`config.mk`:
```
export PLATFORM = sky130hd
export DESIGN_NAME = double_precision_fmod
export DESIGN_NICKNAME = d
export VERILOG_FILES = /design/src/hw/rtl/dpfmod_pkg.sv /design/src/hw/rtl/double_precision_fmod.sv /design/src/hw/rtl/dpfmod_front.sv /design/src/hw/rtl/dpfmod_back.sv
export SDC_FILE = /design/constraint.sdc
export NUM_CORES = 1
export LEC_CHECK = 0
export BUFFER_PORTS_ARGS = -buffer_cell sky130_fd_sc_hd__buf_2
export CAP_MARGIN = 10
export CORE_MARGIN = 4
export CORE_UTILIZATION = 45
export DETAILED_ROUTE_END_ITERATION = 7
export PLACE_DENSITY = 0.7
export SYNTH_ARGS = -nofsm -noshare
export SYNTH_HDL_FRONTEND = slang
export SYNTH_SLANG_ARGS = --single-unit
export TNS_END_PERCENT = 50
```
`constraint.sdc`:
```
create_clock -name clock -period 26.3 [get_ports clock]
set_input_delay 5.26 -clock clock [delete_from_list [all_inputs] [get_ports clock]]
set_output_delay 5.26 -clock clock [all_outputs]
set_load 0.005 [all_outputs]
```
`src/hw/rtl/dpfmod_pkg.sv`:
```
// dpfmod_pkg: shared types and constants for the binary64 remainder block.
// No dependencies.
`timescale 1ns / 1ps

package dpfmod_pkg;

   localparam logic [63:0] QNAN_BITS = 64'h7FF8_0000_0000_0000;
   localparam logic [10:0] EXP_ONES  = 11'h7FF;

   // classified job handed from the front to the back
   typedef struct packed {
      logic        direct;      // result is known, no iteration
      logic [63:0] direct_bits; // that result
      logic        sign;
      logic [52:0] mx;          // raw significands, not yet normalized
      logic [52:0] my;
      logic [11:0] ex;          // exponent, signed view in 12 bits
      logic [11:0] ey;
   } job_type;

endpackage

```
`src/hw/rtl/double_precision_fmod.sv`:
```
// double_precision_fmod: top level of the binary64 remainder block.
// Depends on dpfmod_pkg, dpfmod_front and dpfmod_back.
`timescale 1ns / 1ps

// Binary64 fmod: one remainder word per operand pair, sign of the dividend,
// canonical quiet NaN for invalid cases. Special cases (NaN, |x|<=|y|) go
// straight to the result. Otherwise the back end makes one normalize shift
// per leading zero of a subnormal operand (up to 52 each), one step of the
// shift-subtract loop per unit of exponent difference (up to 2097 once a
// subnormal divisor is normalized), then renormalizes and packs the result.
// A two-word queue lets new operands be taken while the back end works.
module double_precision_fmod import dpfmod_pkg::*; (
   input  logic        clock,
   input  logic        reset,
   input  logic        req_push,
   output logic        req_full,
   input  logic [63:0] req_dividend_bits,
   input  logic [63:0] req_divisor_bits,
   output logic        rsp_empty,
   input  logic        rsp_pop,
   output logic [63:0] rsp_remainder_bits
);

   job_type job;
   logic    job_valid;
   logic    job_take;

   dpfmod_front u_front (
      .clock             (clock),
      .reset             (reset),
      .req_push          (req_push),
      .req_full          (req_full),
      .req_dividend_bits (req_dividend_bits),
      .req_divisor_bits  (req_divisor_bits),
      .job_valid         (job_valid),
      .job               (job),
      .job_take          (job_take)
   );

   dpfmod_back u_back (
      .clock              (clock),
      .reset              (reset),
      .job_valid          (job_valid),
      .job                (job),
      .job_take           (job_take),
      .rsp_empty          (rsp_empty),
      .rsp_pop            (rsp_pop),
      .rsp_remainder_bits (rsp_remainder_bits)
   );

endmodule

```
`src/hw/rtl/dpfmod_front.sv`:
```
// dpfmod_front: accepts operand words, classifies special cases, and
// pushes jobs into a two-entry queue. Depends on dpfmod_pkg.
`timescale 1ns / 1ps

module dpfmod_front import dpfmod_pkg::*; (
   input  logic        clock,
   input  logic        reset,
   input  logic        req_push,
   output logic        req_full,
   input  logic [63:0] req_dividend_bits,
   input  logic [63:0] req_divisor_bits,
   output logic        job_valid,
   output job_type     job,
   input  logic        job_take
);

   job_type     q_ff [2];
   logic [1:0]  cnt_ff, cnt_in;
   logic        rd_ff, rd_in;
   logic        wr_ff, wr_in;
   job_type     new_job;
   logic [62:0] xa, ya;
   logic        push_ok, take_ok;

   assign xa = req_dividend_bits[62:0];
   assign ya = req_divisor_bits[62:0];

   // classification
   always_comb begin
      new_job      = '0;
      new_job.sign = req_dividend_bits[63];
      new_job.ex   = {1'b0, xa[62:52]};
      new_job.ey   = {1'b0, ya[62:52]};
      new_job.mx   = {(xa[62:52] != 11'd0), xa[51:0]};
      new_job.my   = {(ya[62:52] != 11'd0), ya[51:0]};
      // subnormal exponent is taken as 1 with no hidden bit
      if (xa[62:52] == 11'd0) new_job.ex = 12'd1;
      if (ya[62:52] == 11'd0) new_job.ey = 12'd1;
      if (ya == 63'd0 || ya > {EXP_ONES, 52'd0} || xa[62:52] == EXP_ONES) begin
         new_job.direct      = 1'b1;
         new_job.direct_bits = QNAN_BITS;
      end else if (xa < ya) begin
         new_job.direct      = 1'b1;
         new_job.direct_bits = req_dividend_bits;
      end else if (xa == ya) begin
         new_job.direct      = 1'b1;
         new_job.direct_bits = {req_dividend_bits[63], 63'd0};
      end
   end

   assign req_full  = cnt_ff[1];
   assign job_valid = (cnt_ff != 2'd0);
   assign job       = q_ff[rd_ff];
   assign push_ok   = req_push && !req_full;
   assign take_ok   = job_take && job_valid;

   always_comb begin
      cnt_in = cnt_ff;
      rd_in  = rd_ff;
      wr_in  = wr_ff;
      if (push_ok) wr_in = ~wr_ff;
      if (take_ok) rd_in = ~rd_ff;
      if (push_ok && !take_ok) cnt_in = cnt_ff + 2'd1;
      if (!push_ok && take_ok) cnt_in = cnt_ff - 2'd1;
   end

   // queue storage
   always_ff @(posedge clock) begin
      if (push_ok) q_ff[wr_ff] <= new_job;
   end

   always_ff @(posedge clock) begin
      if (reset) begin
         cnt_ff <= 2'd0;
         rd_ff  <= 1'b0;
         wr_ff  <= 1'b0;
      end else begin
         cnt_ff <= cnt_in;
         rd_ff  <= rd_in;
         wr_ff  <= wr_in;
      end
   end

   assert property (@(posedge clock) disable iff (reset) cnt_ff != 2'd3)
      else $error("queue count out of range");
   assert property (@(posedge clock) disable iff (reset)
      (cnt_ff == 2'd2 && !take_ok) |=> (cnt_ff == 2'd2))
      else $error("full queue lost an entry");
   assert property (@(posedge clock) disable iff (reset)
      (cnt_ff == 2'd0) |-> (rd_ff == wr_ff))
      else $error("empty queue pointers disagree");

endmodule

```
`src/hw/rtl/dpfmod_back.sv`:
```
// dpfmod_back: normalizes, runs the shift-subtract loop one step a cycle,
// renormalizes and packs the result word. Depends on dpfmod_pkg.
`timescale 1ns / 1ps

module dpfmod_back import dpfmod_pkg::*; (
   input  logic        clock,
   input  logic        reset,
   input  logic        job_valid,
   input  job_type     job,
   output logic        job_take,
   output logic        rsp_empty,
   input  logic        rsp_pop,
   output logic [63:0] rsp_remainder_bits
);

   typedef enum logic [5:0] {
      ST_IDLE = 6'b000001,
      ST_NRMX = 6'b000010,
      ST_NRMY = 6'b000100,
      ST_LOOP = 6'b001000,
      ST_POST = 6'b010000,
      ST_DONE = 6'b100000
   } state_type;

   state_type   st_ff, st_in;
   logic [53:0] mx_ff, mx_in;
   logic [52:0] my_ff, my_in;
   logic [11:0] ex_ff, ex_in;
   logic [11:0] ey_ff, ey_in;
   logic        sign_ff, sign_in;
   logic [63:0] res_ff, res_in;
   logic        full_ff, full_in;
   logic [54:0] diff;
   logic [53:0] mrem;
   logic [11:0] sh;
   logic [52:0] den;
   logic [10:0] eout;

   assign rsp_empty          = !full_ff;
   assign rsp_remainder_bits = res_ff;
   assign job_take           = (st_ff == ST_IDLE) && job_valid && !full_ff;

   assign diff = {1'b0, mx_ff} - {2'b00, my_ff};
   assign mrem = diff[54] ? mx_ff : diff[53:0];
   assign sh   = 12'd1 - ex_ff;
   assign den  = (sh > 12'd53) ? 53'd0 : (mx_ff[52:0] >> sh[5:0]);
   assign eout = ex_ff[10:0];

   // sequencer
   always_comb begin
      st_in   = st_ff;
      mx_in   = mx_ff;
      my_in   = my_ff;
      ex_in   = ex_ff;
      ey_in   = ey_ff;
      sign_in = sign_ff;
      res_in  = res_ff;
      full_in = full_ff;
      if (rsp_pop && full_ff) full_in = 1'b0;
      unique case (st_ff)
         ST_IDLE: begin
            if (job_take) begin
               sign_in = job.sign;
               mx_in   = {1'b0, job.mx};
               my_in   = job.my;
               ex_in   = job.ex;
               ey_in   = job.ey;
               if (job.direct) begin
                  res_in = job.direct_bits;
                  st_in  = ST_DONE;
               end else begin
                  st_in = ST_NRMX;
               end
            end
         end
         ST_NRMX: begin
            if (mx_ff[52]) st_in = ST_NRMY;
            else begin
               mx_in = mx_ff << 1;
               ex_in = ex_ff - 12'd1;
            end
         end
         ST_NRMY: begin
            if (my_ff[52]) st_in = ST_LOOP;
            else begin
               my_in = my_ff << 1;
               ey_in = ey_ff - 12'd1;
            end
         end
         ST_LOOP: begin
            if (!diff[54] && diff[53:0] == 54'd0) begin
               res_in = {sign_ff, 63'd0};
               st_in  = ST_DONE;
            end else if ($signed(ex_ff) > $signed(ey_ff)) begin
               mx_in = {mrem[52:0], 1'b0};
               ex_in = ex_ff - 12'd1;
            end else begin
               mx_in = mrem;
               st_in = ST_POST;
            end
         end
         ST_POST: begin
            if (!mx_ff[52]) begin
               mx_in = mx_ff << 1;
               ex_in = ex_ff - 12'd1;
            end else begin
               if ($signed(ex_ff) > 0)
                  res_in = {sign_ff, eout, mx_ff[51:0]};
               else
                  res_in = {sign_ff, 11'd0, den[51:0]};
               st_in = ST_DONE;
            end
         end
         ST_DONE: begin
            if (!full_in) begin
               full_in = 1'b1;
               st_in   = ST_IDLE;
            end
         end
         default: st_in = ST_IDLE;
      endcase
   end

   always_ff @(posedge clock) begin
      mx_ff   <= mx_in;
      my_ff   <= my_in;
      ex_ff   <= ex_in;
      ey_ff   <= ey_in;
      sign_ff <= sign_in;
      res_ff  <= res_in;
   end

   always_ff @(posedge clock) begin
      if (reset) begin
         st_ff   <= ST_IDLE;
         full_ff <= 1'b0;
      end else begin
         st_ff   <= st_in;
         full_ff <= full_in;
      end
   end

   assert property (@(posedge clock) disable iff (reset) $onehot(st_ff))
      else $error("state not one-hot");
   assert property (@(posedge clock) disable iff (reset)
      (st_ff == ST_LOOP) |-> my_ff[52])
      else $error("divisor significand not normalized in loop");
   assert property (@(posedge clock) disable iff (reset)
      (full_ff && !rsp_pop) |=> (full_ff && $stable(res_ff)))
      else $error("held result changed");

endmodule
```
==> results.py <==
metrics = {
    "outcome": {
        "status": "finished, final reports clean",
    },
    "power_and_ir_drop": {
        "powerDensity_nw_per_um2": 149,
        "p_leak_nw": 14.1,
        "p_clk_share_pct": 16.6,
        "switchingPower_w": 0.00258,
        "internal_power_w": 0.00306,
        "p_seq_share_pct": 29.7,
        "p_comb_share_pct": 53.7,
        "peakVddDrop_mv": 0.119,
        "switching_share_pct": 45.8,
    },
    "cells_and_area": {
        "final_util_pct": 50.9,
        "layout-drive-gt1-share_pct": 13.8,
        "regArea_sq_um": 17800,
        "final_nets": 3406,
        "n_fill_cell": 6606,
        "multi_input_area_sq_um": 14700,
        "areaGrowthSynthToFinish_pct": 12.3,
    },
    "global_route": {
        "grt.overflow.total": 0,
        "antenna_found_initial": 4,
        "grt_max_degree": 104,
        "grt_pass1_vias": 23900,
        "grt_pass1_wl_mm": 154,
        "grt_usage_pct": 26.1,
    },
    "floorplan": {
        "core-area_sq_um": 74300,
        "initial_core_util_pct": 45.3,
        "die_area_sq_um": 79300,
        "rows": 100,
        "io_pins": 198,
        "die_h_um": 282,
        "die_w_um": 282,
    },
    "detailed_routing": {
        "drt_first_iter_violations": 2969,
        "wl_per_cell_um": 25.3,
        "vias": 25300,
        "vias_per_cell": 6.08,
        "dr.pass1.iters": 6,
        "drtAntennaViolNets": 0,
        "drc_errors": 0,
        "wl_mm": 105,
    },
    "yosys": {
        "syn_area_per_cell_sq_um": 11.1,
        "syn_nets": 3288,
        "synth-seq-area-share_pct": 52.8,
        "synth_warnings": 0,
        "synthFlopType": "edfxtp_1",
        "synth_area_sq_um": 33700,
        "synth_top_cells_by_area": "edfxtp_1 (52%), mux2i_1 (8.6%), ha_1 (5.0%)",
        "ys_ff_latch": 596,
        "synth_common_cells": "edfxtp_1 (584), mux2i_1 (288), nor2_1 (246), nand2_1 (222), a21oi_1 (220)",
        "async_flop_share_pct": 0,
        "synth_edf_count": 584,
        "synth.top_cell.area_share_pct": 52.1,
        "synth_cells": 3021,
        "synth_top_cell_by_area": "edfxtp_1",
        "synthMostInstantiatedCell": "edfxtp_1",
        "synth_cell_types": 90,
    },
    "placed_design": {
        "hpwl_mm": 77.3,
        "place_congestion": 0.985,
        "io_buffers": 196,
    },
    "worst_setup_path": {
        "crit_type": "in -> reg",
        "cp_num_buf_inv": 3,
        "cp_top_family": "compound AO/OA/AOI/OAI gates",
        "crit_fanout": 50,
        "cp_slowest_stage_delay_ns": 0.52,
        "worstSetupStartpointType": "input pin",
        "worst-endpoint-required_ns": 26.74,
        "rrSetupSlack_ns": 20.20,
        "crit_top_cell": "o21a_1",
        "cp.arrival_ns": 9.02,
        "crit_chain": "buf_2, inv_1, ha_1, nor2b_1, o21a_1, o21a_1, o21a_1, o21a_1, o21ai_0, a211oi_1, o21ai_0, a21oi_1, o31a_1, nor3_2, buf_4, and2_1",
        "cp-end-kind": "register",
        "cp_slowest_cell": "buf_4",
    },
    "clock_tree": {
        "numCtsBuffers": 66,
        "cts_tree": "done",
        "post_cts.resized_instances": 0,
        "cts.sinks": 596,
        "cts_max_level": 3,
        "cts_buffer_depth": 3,
        "clk_latency_ns": 0.62,
        "ctsHoldBuffers": 0,
        "clockRootBuffer": "clkbuf_16",
        "cts.reportedPaths.clkPinSlew_ns": 0.06,
        "post_cts_buffers": 0,
    },
    "timing": {
        "setup-tns-final_ns": 0,
        "rsz0062_at_grt": "false",
        "tightest_slew_ns": 1.13,
        "final-setup-viol-count": 0,
        "slew_headroom_pct": 24.4,
        "timing.final.crit_share_pct": 32.6,
        "final.min_clock_period_ns": 8.57,
        "final-hold-violation-count": 0,
        "max_freq_mhz": 117,
        "fin_skew_ns": 0.0340,
        "slew_viol_final": 0,
    },
    "min_path": {
        "min_path_type": "reg -> reg",
    },
    "flow_run": {
        "max_cap_violations": 0,
    },
}
## per-layer routing
metal | GRT usage [%] | share of wire, %
met4 | 8.89 | 3.4
met2 | 40.4 | 45
met5 | 0 | 0
met3 | 4.65 | 9.4
met1 | 37.4 | 42
## cells in the final DEF, fill, tap and decap left out, types with 37 or more instances in the layout
master and n:
a21oi_1 220, mux2i_1 288, inv_1 155, mux4_2 37, nor4_1 41, ha_1 134
clkbuf_16 68, nand2_1 220, edfxtp_1 584, nor2_1 242, a21o_1 45, nand3_1 73
nand4_1 41, a221o_1 44, buf_4 39, and2_1 62, o21ai_0 208, buf_2 196
xnor2_1 40
## power groups by stage
stage	logic [W]	clock network (W)	registers (W)
floorplan	0.00212	0	0.00162
global placement	0.00295	0	0.00167
detailed placement	0.00296	0	0.00168
CTS	0.00297	0.000948	0.00166
global route	0.00329	0.000989	0.00169
finish	0.00303	0.000935	0.00167
## layout make-up
type | count | area share [%]
Clock inverter | 43 | 1.20
Clock buffer | 76 | 4.63
Sequential cell | 596 | 47.0
Antenna cell | 6 | 0.0397
Timing Repair Buffer | 236 | 3.42
Multi-Input combinational cell | 2082 | 39.0
Tap cell | 969 | 3.20
Inverter | 157 | 1.56
## tightest hold or removal path: stages, from the launching register on
cell     delay, ns
dfxtp_1       0.32
xnor2_1       0.08
nor2_1        0.08
## logic make-up after synthesis
| kind of cell | count (synthesis) | synth area share, % |
|---|---|---|
| flip-flops | 596 | 52.8 |
| buffers and inverters | 343 | 3.93 |
| multiplexers | 338 | 11.5 |
| AND/OR/NAND/NOR | 822 | 11.7 |
| adder cells (fa/ha/maj) | 135 | 5.04 |
| AO/OA/AOI/OAI | 715 | 13.2 |
| XOR/XNOR | 72 | 1.87 |
## state kept, by name, indices dropped and copies added (netlist names), named ones only
signal,count
u_back.my_ff,53
u_back.ey_ff,12
u_front.q_ff,388
u_back.rsp_remainder_bits,64
u_front.rd_ff,1
u_back.st_ff,6
u_front.cnt_ff,2
u_back.sign_ff,1
u_front.wr_ff,1
u_back.full_ff,1
u_back.ex_ff,12
u_back.mx_ff,54
## through the flow
stage	instance area (sq um)	hold slack [ns]	setup WS [ns]	power, W	instances
after floorplan	33700	0.478	12.12	0.00374	3021
after global placement	35600	0.492	17.20	0.00462	4040
after detailed placement	35600	0.502	17.10	0.00463	4040
after CTS	37800	0.521	17.73	0.00558	4159
after global routing	37800	0.544	17.58	0.00596	4159
final	37800	0.522	17.73	0.00564	4165
## path summary, 6_finish.rpt
| kind | from | end | depth (start not counted) |
|---|---|---|---|
| setup / recovery | req_divisor_bits[1] | u_front.q_ff[1][169] | 16 |
| hold / removal | u_front.rd_ff | u_front.rd_ff | 2 |
| setup reg to reg | u_back.mx_ff[7] | u_back.rsp_remainder_bits[25] | 14 |
| hold reg to reg | u_front.rd_ff | u_front.rd_ff | 2 |
Power figures use the tool's default switching activity.
